File: src/sv/tspg_pkg.sv
package tspg_pkg;

	localparam int unsigned RATE_W = 17;
	localparam int unsigned CFG_W = 32;
	localparam int unsigned CFG_ADDR_W = 3;

	localparam logic [CFG_ADDR_W-1:0] REG_MOVE_LENGTH = 3'd0;
	localparam logic [CFG_ADDR_W-1:0] REG_ENTRY_RATE = 3'd1;
	localparam logic [CFG_ADDR_W-1:0] REG_CRUISE_RATE = 3'd2;
	localparam logic [CFG_ADDR_W-1:0] REG_EXIT_RATE = 3'd3;
	localparam logic [CFG_ADDR_W-1:0] REG_ACCEL_STEP = 3'd4;
	localparam logic [CFG_ADDR_W-1:0] REG_STEP_SIZE = 3'd5;

	typedef enum logic [2:0] {
		ST_IDLE,
		ST_LOAD,
		ST_PROF,
		ST_DIV,
		ST_MUL,
		ST_BRK,
		ST_OUT
	} state_t;

	typedef struct packed {
		logic [31:0] move_length;
		logic [15:0] entry_rate;
		logic [15:0] cruise_rate;
		logic [15:0] end_rate;
		logic [15:0] accel_step;
		logic [15:0] step_size;
	} cfg_t;

	typedef struct packed {
		logic accept;
		logic load_step;
		logic prof;
		logic div_step;
		logic mul;
		logic brk;
		logic out_load;
	} cmd_t;

	typedef struct packed {
		logic prof_div;
		logic div_last;
	} status_t;

endpackage

File: src/sv/tspg_cfg_regs.sv
module tspg_cfg_regs (
	input  logic                                clk,
	input  logic                                arst_n,
	input  logic                                cfg_we,
	input  logic [tspg_pkg::CFG_ADDR_W-1:0]     cfg_addr,
	input  logic [tspg_pkg::CFG_W-1:0]          cfg_wdata,
	output tspg_pkg::cfg_t                      cfg
);

	tspg_pkg::cfg_t cfg_q;

	always_ff @(posedge clk or negedge arst_n) begin
		if (!arst_n) begin
			cfg_q.move_length <= '0;
			cfg_q.entry_rate <= '0;
			cfg_q.cruise_rate <= '0;
			cfg_q.end_rate <= '0;
			cfg_q.accel_step <= '0;
			cfg_q.step_size <= 16'd1;
		end else if (cfg_we) begin
			unique case (cfg_addr)
				tspg_pkg::REG_MOVE_LENGTH: cfg_q.move_length <= cfg_wdata;
				tspg_pkg::REG_ENTRY_RATE:  cfg_q.entry_rate <= cfg_wdata[15:0];
				tspg_pkg::REG_CRUISE_RATE: cfg_q.cruise_rate <= cfg_wdata[15:0];
				tspg_pkg::REG_EXIT_RATE:   cfg_q.end_rate <= cfg_wdata[15:0];
				tspg_pkg::REG_ACCEL_STEP:  cfg_q.accel_step <= cfg_wdata[15:0];
				tspg_pkg::REG_STEP_SIZE:   cfg_q.step_size <= cfg_wdata[15:0];
				default: ;
			endcase
		end
	end

	assign cfg = cfg_q;

endmodule

File: src/sv/tspg_ctrl.sv
module tspg_ctrl (
	input  logic                clk,
	input  logic                arst_n,
	input  logic                in_valid,
	output logic                in_ready,
	output logic                out_valid,
	input  logic                out_ready,
	input  tspg_pkg::status_t   status,
	output tspg_pkg::cmd_t      cmd
);

	tspg_pkg::state_t state_q;
	tspg_pkg::state_t state_d;
	logic out_valid_q;
	logic out_free;

	assign out_free = !out_valid_q || out_ready;

	always_comb begin
		state_d = state_q;
		unique case (state_q)
			tspg_pkg::ST_IDLE: if (in_valid) state_d = tspg_pkg::ST_LOAD;
			tspg_pkg::ST_LOAD: state_d = tspg_pkg::ST_PROF;
			tspg_pkg::ST_PROF: begin
				state_d = status.prof_div ? tspg_pkg::ST_DIV : tspg_pkg::ST_OUT;
			end
			tspg_pkg::ST_DIV: if (status.div_last) state_d = tspg_pkg::ST_MUL;
			tspg_pkg::ST_MUL: state_d = tspg_pkg::ST_BRK;
			tspg_pkg::ST_BRK: state_d = tspg_pkg::ST_OUT;
			tspg_pkg::ST_OUT: if (out_free) state_d = tspg_pkg::ST_IDLE;
			default: state_d = tspg_pkg::ST_IDLE;
		endcase
	end

	always_comb begin
		cmd = '0;
		in_ready = 1'b0;
		unique case (state_q)
			tspg_pkg::ST_IDLE: begin
				in_ready = 1'b1;
				cmd.accept = in_valid;
			end
			tspg_pkg::ST_LOAD: cmd.load_step = 1'b1;
			tspg_pkg::ST_PROF: cmd.prof = 1'b1;
			tspg_pkg::ST_DIV:  cmd.div_step = 1'b1;
			tspg_pkg::ST_MUL:  cmd.mul = 1'b1;
			tspg_pkg::ST_BRK:  cmd.brk = 1'b1;
			tspg_pkg::ST_OUT:  cmd.out_load = out_free;
			default: ;
		endcase
	end

	always_ff @(posedge clk or negedge arst_n) begin
		if (!arst_n) begin
			state_q <= tspg_pkg::ST_IDLE;
			out_valid_q <= 1'b0;
		end else begin
			state_q <= state_d;
			if (cmd.out_load) begin
				out_valid_q <= 1'b1;
			end else if (out_ready) begin
				out_valid_q <= 1'b0;
			end
		end
	end

	assign out_valid = out_valid_q;

	a_no_overwrite: assert property (@(posedge clk) disable iff (!arst_n)
		cmd.out_load |-> (!out_valid_q || out_ready))
		else $error("result register overwritten while pending");

	a_accept_loads: assert property (@(posedge clk) disable iff (!arst_n)
		(in_valid && in_ready) |=> (state_q == tspg_pkg::ST_LOAD))
		else $error("accepted tick not processed");

	a_div_to_mul: assert property (@(posedge clk) disable iff (!arst_n)
		(state_q == tspg_pkg::ST_DIV && status.div_last) |=> (state_q == tspg_pkg::ST_MUL))
		else $error("divider end not followed by multiply");

endmodule

File: src/sv/tspg_datapath.sv
module tspg_datapath #(
	parameter int unsigned DISTANCE_BITS = 32
) (
	input  logic                           clk,
	input  logic                           arst_n,
	input  tspg_pkg::cfg_t                 cfg,
	input  tspg_pkg::cmd_t                 cmd,
	output tspg_pkg::status_t              status,
	input  logic                           start_req,
	output logic                           step_pulse,
	output logic                           busy_res,
	output logic                           move_done,
	output logic [tspg_pkg::RATE_W-1:0]    rate_now
);

	localparam int unsigned DW = DISTANCE_BITS;
	localparam int unsigned DW1 = DW + 1;
	localparam int unsigned CW = (DW1 > 32) ? DW1 : 32;
	localparam int unsigned PW = (DW > 33) ? DW : 33;
	localparam int unsigned RW = tspg_pkg::RATE_W;

	logic          start_q;
	logic          active_q;
	logic [RW-1:0] rate_q;
	logic [DW-1:0] dd_q;
	logic [DW-1:0] brk_q;
	logic [DW-1:0] acc_q;
	logic          pulse_q;
	logic          done_q;
	logic [16:0]   rem_q;
	logic [15:0]   quo_q;
	logic [3:0]    div_cnt_q;
	logic [32:0]   prod_q;

	logic          out_pulse_q;
	logic          out_busy_q;
	logic          out_done_q;
	logic [RW-1:0] out_rate_q;

	logic          load;
	logic [DW-1:0] acc_eff;
	logic          step_ge;
	logic [CW-1:0] cmp_sum;
	logic          run_ph;
	logic          brake_ph;
	logic [DW:0]   dd_sum;
	logic [DW:0]   acc_sum;
	logic [DW-1:0] dd_sat;
	logic [DW-1:0] acc_sat;
	logic [RW:0]   rate_inc;
	logic [RW-1:0] rate_run;
	logic [RW-1:0] rate_dec;
	logic          accel_zero;
	logic [16:0]   rem_sh;
	logic          rem_ge;
	logic [PW-1:0] prod_ext;
	logic [PW-1:0] dmax_ext;
	logic [DW-1:0] brk_sat;

	assign load = !active_q && start_q;
	assign acc_eff = load ? '0 : acc_q;
	assign step_ge = acc_eff >= DW'(cfg.step_size);

	assign cmp_sum = CW'(dd_q) + CW'(brk_q);
	assign run_ph = cmp_sum < CW'(cfg.move_length);
	assign brake_ph = rate_q > RW'(cfg.end_rate);

	assign dd_sum = {1'b0, dd_q} + DW1'(rate_q);
	assign acc_sum = {1'b0, acc_q} + DW1'(rate_q);
	assign dd_sat = dd_sum[DW] ? {DW{1'b1}} : dd_sum[DW-1:0];
	assign acc_sat = acc_sum[DW] ? {DW{1'b1}} : acc_sum[DW-1:0];

	assign rate_inc = {1'b0, rate_q} + (RW+1)'(cfg.accel_step);
	assign rate_run = (rate_q < RW'(cfg.cruise_rate)) ? rate_inc[RW-1:0] : RW'(cfg.cruise_rate);
	assign rate_dec = (rate_q > RW'(cfg.accel_step)) ? rate_q - RW'(cfg.accel_step) : '0;
	assign accel_zero = cfg.accel_step == '0;

	assign rem_sh = {rem_q[15:0], quo_q[15]};
	assign rem_ge = rem_sh >= {1'b0, cfg.accel_step};

	assign prod_ext = PW'(prod_q);
	assign dmax_ext = PW'({DW{1'b1}});
	assign brk_sat = (prod_ext > dmax_ext) ? {DW{1'b1}} : prod_ext[DW-1:0];

	assign status.prof_div = active_q && run_ph && !accel_zero;
	assign status.div_last = div_cnt_q == 4'd15;

	always_ff @(posedge clk or negedge arst_n) begin
		if (!arst_n) begin
			start_q <= 1'b0;
			active_q <= 1'b0;
			rate_q <= '0;
			dd_q <= '0;
			brk_q <= '0;
			acc_q <= '0;
			pulse_q <= 1'b0;
			done_q <= 1'b0;
			div_cnt_q <= '0;
		end else begin
			if (cmd.accept) begin
				start_q <= start_req;
			end
			if (cmd.load_step) begin
				done_q <= 1'b0;
				pulse_q <= (active_q || load) && step_ge;
				if (load) begin
					active_q <= 1'b1;
					rate_q <= RW'(cfg.entry_rate);
					dd_q <= '0;
					brk_q <= '0;
				end
				if ((active_q || load) && step_ge) begin
					acc_q <= acc_eff - DW'(cfg.step_size);
				end else if (load) begin
					acc_q <= '0;
				end
			end
			if (cmd.prof && active_q) begin
				priority if (run_ph) begin
					dd_q <= dd_sat;
					acc_q <= acc_sat;
					rate_q <= rate_run;
					if (accel_zero) begin
						brk_q <= '0;
					end
					div_cnt_q <= '0;
				end else if (brake_ph) begin
					dd_q <= dd_sat;
					acc_q <= acc_sat;
					rate_q <= rate_dec;
				end else begin
					active_q <= 1'b0;
					rate_q <= '0;
					dd_q <= '0;
					brk_q <= '0;
					acc_q <= '0;
					done_q <= 1'b1;
				end
			end
			if (cmd.div_step) begin
				div_cnt_q <= div_cnt_q + 4'd1;
			end
			if (cmd.brk) begin
				brk_q <= brk_sat;
			end
		end
	end

	always_ff @(posedge clk) begin
		if (cmd.prof) begin
			rem_q <= '0;
			quo_q <= rate_run[16:1];
		end else if (cmd.div_step) begin
			rem_q <= rem_ge ? rem_sh - {1'b0, cfg.accel_step} : rem_sh;
			quo_q <= {quo_q[14:0], rem_ge};
		end
		if (cmd.mul) begin
			prod_q <= 33'(quo_q) * 33'(rate_q);
		end
		if (cmd.out_load) begin
			out_pulse_q <= pulse_q;
			out_busy_q <= active_q;
			out_done_q <= done_q;
			out_rate_q <= rate_q;
		end
	end

	assign step_pulse = out_pulse_q;
	assign busy_res = out_busy_q;
	assign move_done = out_done_q;
	assign rate_now = out_rate_q;

	a_idle_rate_zero: assert property (@(posedge clk) disable iff (!arst_n)
		!active_q |-> (rate_q == '0))
		else $error("idle with nonzero rate");

	a_div_restart: assert property (@(posedge clk) disable iff (!arst_n)
		(cmd.prof && status.prof_div) |=> (div_cnt_q == '0))
		else $error("divider not restarted");

endmodule

File: src/sv/trapezoid_step_pulse_generator.sv
// channel  direction  handshake              payload
// in       sink       in_valid / in_ready    start_req
// out      source     out_valid / out_ready  step_pulse, busy_res, move_done, rate_now
// cfg      sink       cfg_we                 cfg_addr, cfg_wdata
//
// A tick goes from transfer through the load, profile and output states when no braking distance
// is needed; in the run phase with nonzero acceleration it also passes the 16-step restoring
// divider for the braking distance, then a multiply state and a braking-distance update state.
// Reset clears the move state and loads step_size with 1, the others with 0.
// A tick is taken while a result still waits; its result then holds until the
// pending one is transferred.
module trapezoid_step_pulse_generator #(
	parameter int unsigned DISTANCE_BITS = 32
) (
	input  logic                               clk,
	input  logic                               arst_n,
	input  logic                               in_valid,
	output logic                               in_ready,
	input  logic                               start_req,
	output logic                               out_valid,
	input  logic                               out_ready,
	output logic                               step_pulse,
	output logic                               busy_res,
	output logic                               move_done,
	output logic [tspg_pkg::RATE_W-1:0]        rate_now,
	input  logic                               cfg_we,
	input  logic [tspg_pkg::CFG_ADDR_W-1:0]    cfg_addr,
	input  logic [tspg_pkg::CFG_W-1:0]         cfg_wdata
);

	tspg_pkg::cfg_t    cfg;
	tspg_pkg::cmd_t    cmd;
	tspg_pkg::status_t status;

	tspg_cfg_regs u_cfg (
		.clk       (clk),
		.arst_n    (arst_n),
		.cfg_we    (cfg_we),
		.cfg_addr  (cfg_addr),
		.cfg_wdata (cfg_wdata),
		.cfg       (cfg)
	);

	tspg_ctrl u_ctrl (
		.clk       (clk),
		.arst_n    (arst_n),
		.in_valid  (in_valid),
		.in_ready  (in_ready),
		.out_valid (out_valid),
		.out_ready (out_ready),
		.status    (status),
		.cmd       (cmd)
	);

	tspg_datapath #(
		.DISTANCE_BITS (DISTANCE_BITS)
	) u_dp (
		.clk        (clk),
		.arst_n     (arst_n),
		.cfg        (cfg),
		.cmd        (cmd),
		.status     (status),
		.start_req  (start_req),
		.step_pulse (step_pulse),
		.busy_res   (busy_res),
		.move_done  (move_done),
		.rate_now   (rate_now)
	);

endmodule

File: config.mk
export PLATFORM = sky130hd
export DESIGN_NAME = trapezoid_step_pulse_generator
export DESIGN_NICKNAME = d
export VERILOG_FILES = /design/src/sv/tspg_pkg.sv /design/src/sv/tspg_cfg_regs.sv /design/src/sv/tspg_ctrl.sv /design/src/sv/tspg_datapath.sv /design/src/sv/trapezoid_step_pulse_generator.sv
export SDC_FILE = /design/constraint.sdc
export NUM_CORES = 2
export LEC_CHECK = 0
export BUFFER_PORTS_ARGS = -buffer_cell sky130_fd_sc_hd__buf_2
export CAP_MARGIN = 20
export CORE_MARGIN = 4
export CORE_UTILIZATION = 32
export DETAILED_ROUTE_END_ITERATION = 16
export GPL_ROUTABILITY_DRIVEN = 0
export PLACE_DENSITY = 0.42
export SLEW_MARGIN = 30
export SYNTH_ARGS = -nofsm -noshare
export SYNTH_HDL_FRONTEND = slang
export SYNTH_SLANG_ARGS = --single-unit
export TNS_END_PERCENT = 30
File: constraint.sdc
create_clock -name clk -period 12.12 [get_ports clk]
set_input_delay 0.606 -clock clk [delete_from_list [all_inputs] [get_ports clk]]
set_output_delay 0.606 -clock clk [all_outputs]
set_load 0.01 [all_outputs]
Yosys cells after proc, flatten, opt, wreduce, memory -nomap -nowiden. Index checks and enable logic that the tools add are counted. Widths: inputs -> output; s select.

Bits in registers: 322. Input port bits: 41. Output and inout bits: 22. Logic and storage cells: 141.

$add $sub $neg: 8. Multiply operators: 1. $lt $le $gt $ge: 7. Eq/ne operators: 15. Muxes and demuxes: 58. Reductions and logical operators: 28.

Operators by type and width (number): $mux 32 (21); $mux 17 (7); $add 32x17->33 (2); $mux 16 (3); $gt 17x16->1 (2); $add 32x32->33 (1); $gt 33x32->1 const B (1); $lt 33x32->1 (1); $mul 16x17->33 (1); $ge 32x16->1 (1); $sub 32x16->32 (1); $pmux 3 s7 (1); $mux 1 (19); $add 17x16->17 (1); $ge 17x16->1 (1); $lt 17x16->1 (1); $sub 17x16->17 (1); $logic_not 16->1 (1); $reduce_and 2->1 (8); $sub 16x16->16 (1); $eq 3x3->1 const B (5); $eq 3x2->1 const B (4); $mux 3 (4); $mux 4 (3); other kinds (11) (26).

Logic depth before layout (Yosys ltp).
Depth after elaboration: 8. Gate-level depth with buffers: 24. Gate-level depth less buffers: 22.

Cells and area by module. From an unflattened synthesis, not the netlist that was laid out.

Cell total of the unflattened synthesis: 3378. Area total of the unflattened synthesis: 31438.9 µm².

By module, submodules not included: tspg_datapath (instances 1, cells an instance 3106, area an instance 26740.6 µm², seq. area each 5420.2 µm²); tspg_cfg_regs (instances 1, cells an instance 242, area an instance 4413.0 µm², seq. area each 2803.9 µm²); tspg_ctrl (instances 1, cells an instance 30, area an instance 285.3 µm², seq. area each 100.1 µm²).

Worst setup path after synthesis. Ideal clock, no wire load.

Kind: reg-to-reg. Start point: reg u_dp.rate_q[7]. End point: reg u_dp.prod_q[31], in the netlist u_dp.prod_ext[31] (data pin). Library setup time: 266 ps. Arrival: 6095 ps. Required time: 11854 ps. Slack: 5759 ps. Cell stages (with the launch flop): 24. Path buffers: 1. Period minus slack after synthesis: 6361 ps. Cells stage by stage: dfrtp_1 > clkbuf_1 > nand2_1 > fa_1 > inv_1 > fa_1 > inv_1 > fa_1 > inv_1 > fa_1 > fa_1 > inv_1 > fa_1 > inv_1 > ha_1 > a21oi_1 > o21ai_0 > a2111oi_0 > a211o_1 > a21oi_1 > o41ai_1 > o21ai_0 > o41ai_1 > xnor2_1.

Longest elaborated chain between the ends: 1.

RTL lines: start: declaration (RTL line tspg_datapath.sv:24) `logic [RW-1:0] rate_q;`; start signal: assignment (RTL line tspg_datapath.sv:108) `rate_q <= RW'(cfg.entry_rate);`; start signal: assignment (RTL line tspg_datapath.sv:122) `rate_q <= rate_run;`; start signal: assignment (RTL line tspg_datapath.sv:130) `rate_q <= rate_dec;`; $mul 16x17->33 (RTL line tspg_datapath.sv:158) `prod_q <= 33'(quo_q) * 33'(rate_q);`; end signal: assignment (RTL line tspg_datapath.sv:158); end: declaration (RTL line tspg_datapath.sv:33) `logic [32:0] prod_q;`.

No other way between the ends. A chain may end at the register's enable or synchronous reset.

Worst setup path after layout.
Start point: reg u_dp.rate_q[11]. End point: reg u_dp.prod_q[32], in the netlist u_dp.prod_ext[32] (data pin).

Same word-level chain as after synthesis.

==> flow_summary.yaml <==
status:
  status: "complete, no violations"
timing:
  slew_headroom: 0.323
  grt_setup_unrepaired: "no"
  fin_skew_ns: 0.0195
  min_period_ns: 7.05
  setup_tns_ns: 0
  drv_slew: 0
  holdWs_ns: 0.223
  fin_crit_sh: 0.582
  worst_pin_slew_ns: 1.00
  setup_violations: 0
  hold_viol: 0
  max_freq_mhz: 142
clock_network:
  post_cts_buffers: 0
  htreeDepth: 2
  clock_path_buffers: 3
  cts.sinks: 322
  clock_latency_ns: 0.59
  path_clk_slew_ns: 0.06
  numCtsBuffers: 42
  root_buffer: "clkbuf_16"
  cts_resized: 0
  cts_tree: "built"
synth:
  synth_compound_area_frac: 0.164
  ys_seq_area_frac: 0.272
  synth-edff-count: 69
  synth_top_area_cell: "dfrtp_1"
  syn_area_sq_um: 30600
  synth_area_leaders: "dfrtp_1 19%, fa_1 14%, ha_1 12%, edfxtp_1 6.8%, nand2_1 5.2%"
  ys_ff_latch: 322
  yosysTopAreaCellShare: 0.193
  synth-xor-area-share: 0.0395
  synth.distinct_cells: 90
  syn-num-nets: 4031
  ys.flop_type: "dfrtp_1"
  synth-simple-area-share: 0.169
  synth_top_family_by_area: "adder cells"
  synth_fa_ha_area_frac: 0.262
  async_flop_share: 0.736
  muxShareOfSynthArea: 0.0273
  syn_inst: 3477
  synth_area_per_cell_sq_um: 8.81
  ys_warn_count: 0
hold_path:
  hold_path.class: "in -> reg"
global_route:
  grt_pass1_vias: 25000
  track_usage: 0.209
  grt_max_degree: 74
  antenna_found_initial: 6
  overflow: 0
  grt_pass1_wl_microns: 160000
cells_and_area:
  drive_gt1_frac: 0.0829
  areaGrowthSynthToFinish_pct: 10.7
  layout_common_cells: "422 x nand2_1, 378 x inv_1, 298 x ha_1"
  post-route-util: 0.357
  final_nets: 4042
  fillerInstances: 9930
  layout_commonest_cell: "nand2_1"
critical_path:
  cp_max_fo: 14
  critical_path_class: "reg -> reg"
  required_ns: 12.45
  start_kind: "flop"
  arrival_ns: 7.39
  endpoint_kind: "flop"
placed_design:
  port_buffers: 62
  dp_hpwl_microns: 78900
job:
  maxCapViolCount: 0
routing:
  drcViolationCount: 0
  via_count: 24900
  drt-initial-drc-count: 1733
  drtPass1Iterations: 5
  wire_per_inst_microns: 21.9
  detail-route-antenna-nets: 0
  wl_microns: 105000
  vias_per_cell: 5.20
die:
  die-area_sq_um: 101000
  initial_core_util: 0.322
  rows: 113
  dieWidth_microns: 317
  die_h_microns: 317
  num_io_pins: 63
  core_sq_um: 95000
[layout make-up]
type / count / area [sq um] / share of cell area
flip-flops and latches: 322 / 8320 / 0.246
clock buffers: 58 / 1200 / 0.0355
repair buffers: 117 / 757 / 0.0223
clock inverters: 20 / 223 / 0.00657
inverters: 379 / 1420 / 0.0420
multi-input cells: 2626 / 20400 / 0.601
diodes: 1 / 2.50 / 0.0000738
well taps: 1265 / 1580 / 0.0467
[registers in the layout (all words and copies together), names as in the netlist, 3 cells and up]
name and flops:
u_cfg.cfg 112, u_dp.prod_ext 33, u_dp.acc_q 32, u_dp.brk_q 32, u_dp.dd_q 32, u_dp.rate_now 17
u_dp.rate_q 17, u_dp.quo_q 16, u_dp.rem_q 16, u_dp.div_cnt_q 4, u_ctrl.state_q 3
[path summary, 6_finish.rpt]
path                                  from                 to  slack (ns)  cells after the start
hold / removal               cfg_wdata[26]     u_cfg.cfg[106]        0.22                      3
hold reg to reg                u_dp.done_q     u_dp.move_done        0.45                      0
max in group asynchronous           arst_n      u_cfg.cfg[62]       10.20                      3
setup reg to reg           u_dp.rate_q[11]  u_dp.prod_ext[32]        5.07                     21
min in group asynchronous           arst_n     u_cfg.cfg[102]        0.57                      2
setup / recovery           u_dp.rate_q[11]  u_dp.prod_ext[32]        5.07                     21
[Yosys cell counts (25+ instances only)]
cell type	instances
a211oi_1	25
a21o_1	57
a21oi_1	177
a31oi_1	39
and2_1	147
and3_1	32
clkbuf_1	135
dfrtp_1	236
edfxtp_1	69
fa_1	215
ha_1	298
inv_1	378
mux2_2	60
nand2_1	424
nand3_1	110
nand4_1	26
nor2_1	233
nor3_1	47
o21ai_0	211
o21bai_1	26
o22ai_1	50
xnor2_1	102
xor2_1	36
[through the flow]
stage,instances,area [sq um],setup WS [ns]
finish,4788,33900,5.07
global route,4787,33900,4.69
CTS,4785,33900,5.01
detailed placement,4706,32400,5.06
global placement,4704,32400,5.17
floorplan,3477,30600,5.76
[routing by layer]
layer  up-vias  GRT usage  routed length (microns)
met1     12300      0.307                    51000
met4         0     0.0543                     2890
met2       525      0.320                    46100
li1      12000          -                        -
met5         -          0                        0
met3       129     0.0334                     5030
[critical path, cell delays in order, from the launching register on]
cell and delay, ns:
dfrtp_1 0.65, buf_4 0.42, nand2_1 0.13, fa_1 0.52
fa_1 0.53, fa_1 0.53, inv_1 0.06, fa_1 0.49
fa_1 0.50, inv_1 0.05, fa_1 0.47, inv_1 0.04
ha_1 0.37, a21o_1 0.14, a21oi_1 0.08, nand3b_1 0.10
o21ai_0 0.14, o41ai_1 0.67, a211oi_1 0.20, o311ai_1 0.43
o31ai_1 0.13, xnor2_1 0.14
[what timing repair did]
action / CTS / global route
hold buffers: 1 / 0
hold endpoints to repair: 13 / 0
setup endpoints to repair: 0 / 0
[cells by family (layout without fill, tap and decap cells)]
| kind of cell | Yosys count | after routing |
|---|---|---|
| adders and majority gates | 513 | 513 |
| buffers and inverters | 529 | 574 |
| xor gates and xnor gates | 138 | 138 |
| DFF | 322 | 322 |
| AOI/OAI and AO/OA | 785 | 785 |
| muxes | 76 | 76 |
| and+or+nand+nor | 1114 | 1114 |
| other | 0 | 1 |
Power is not shown: default switching activity piles up to over one toggle a cycle in this logic, so the estimate is an artifact.
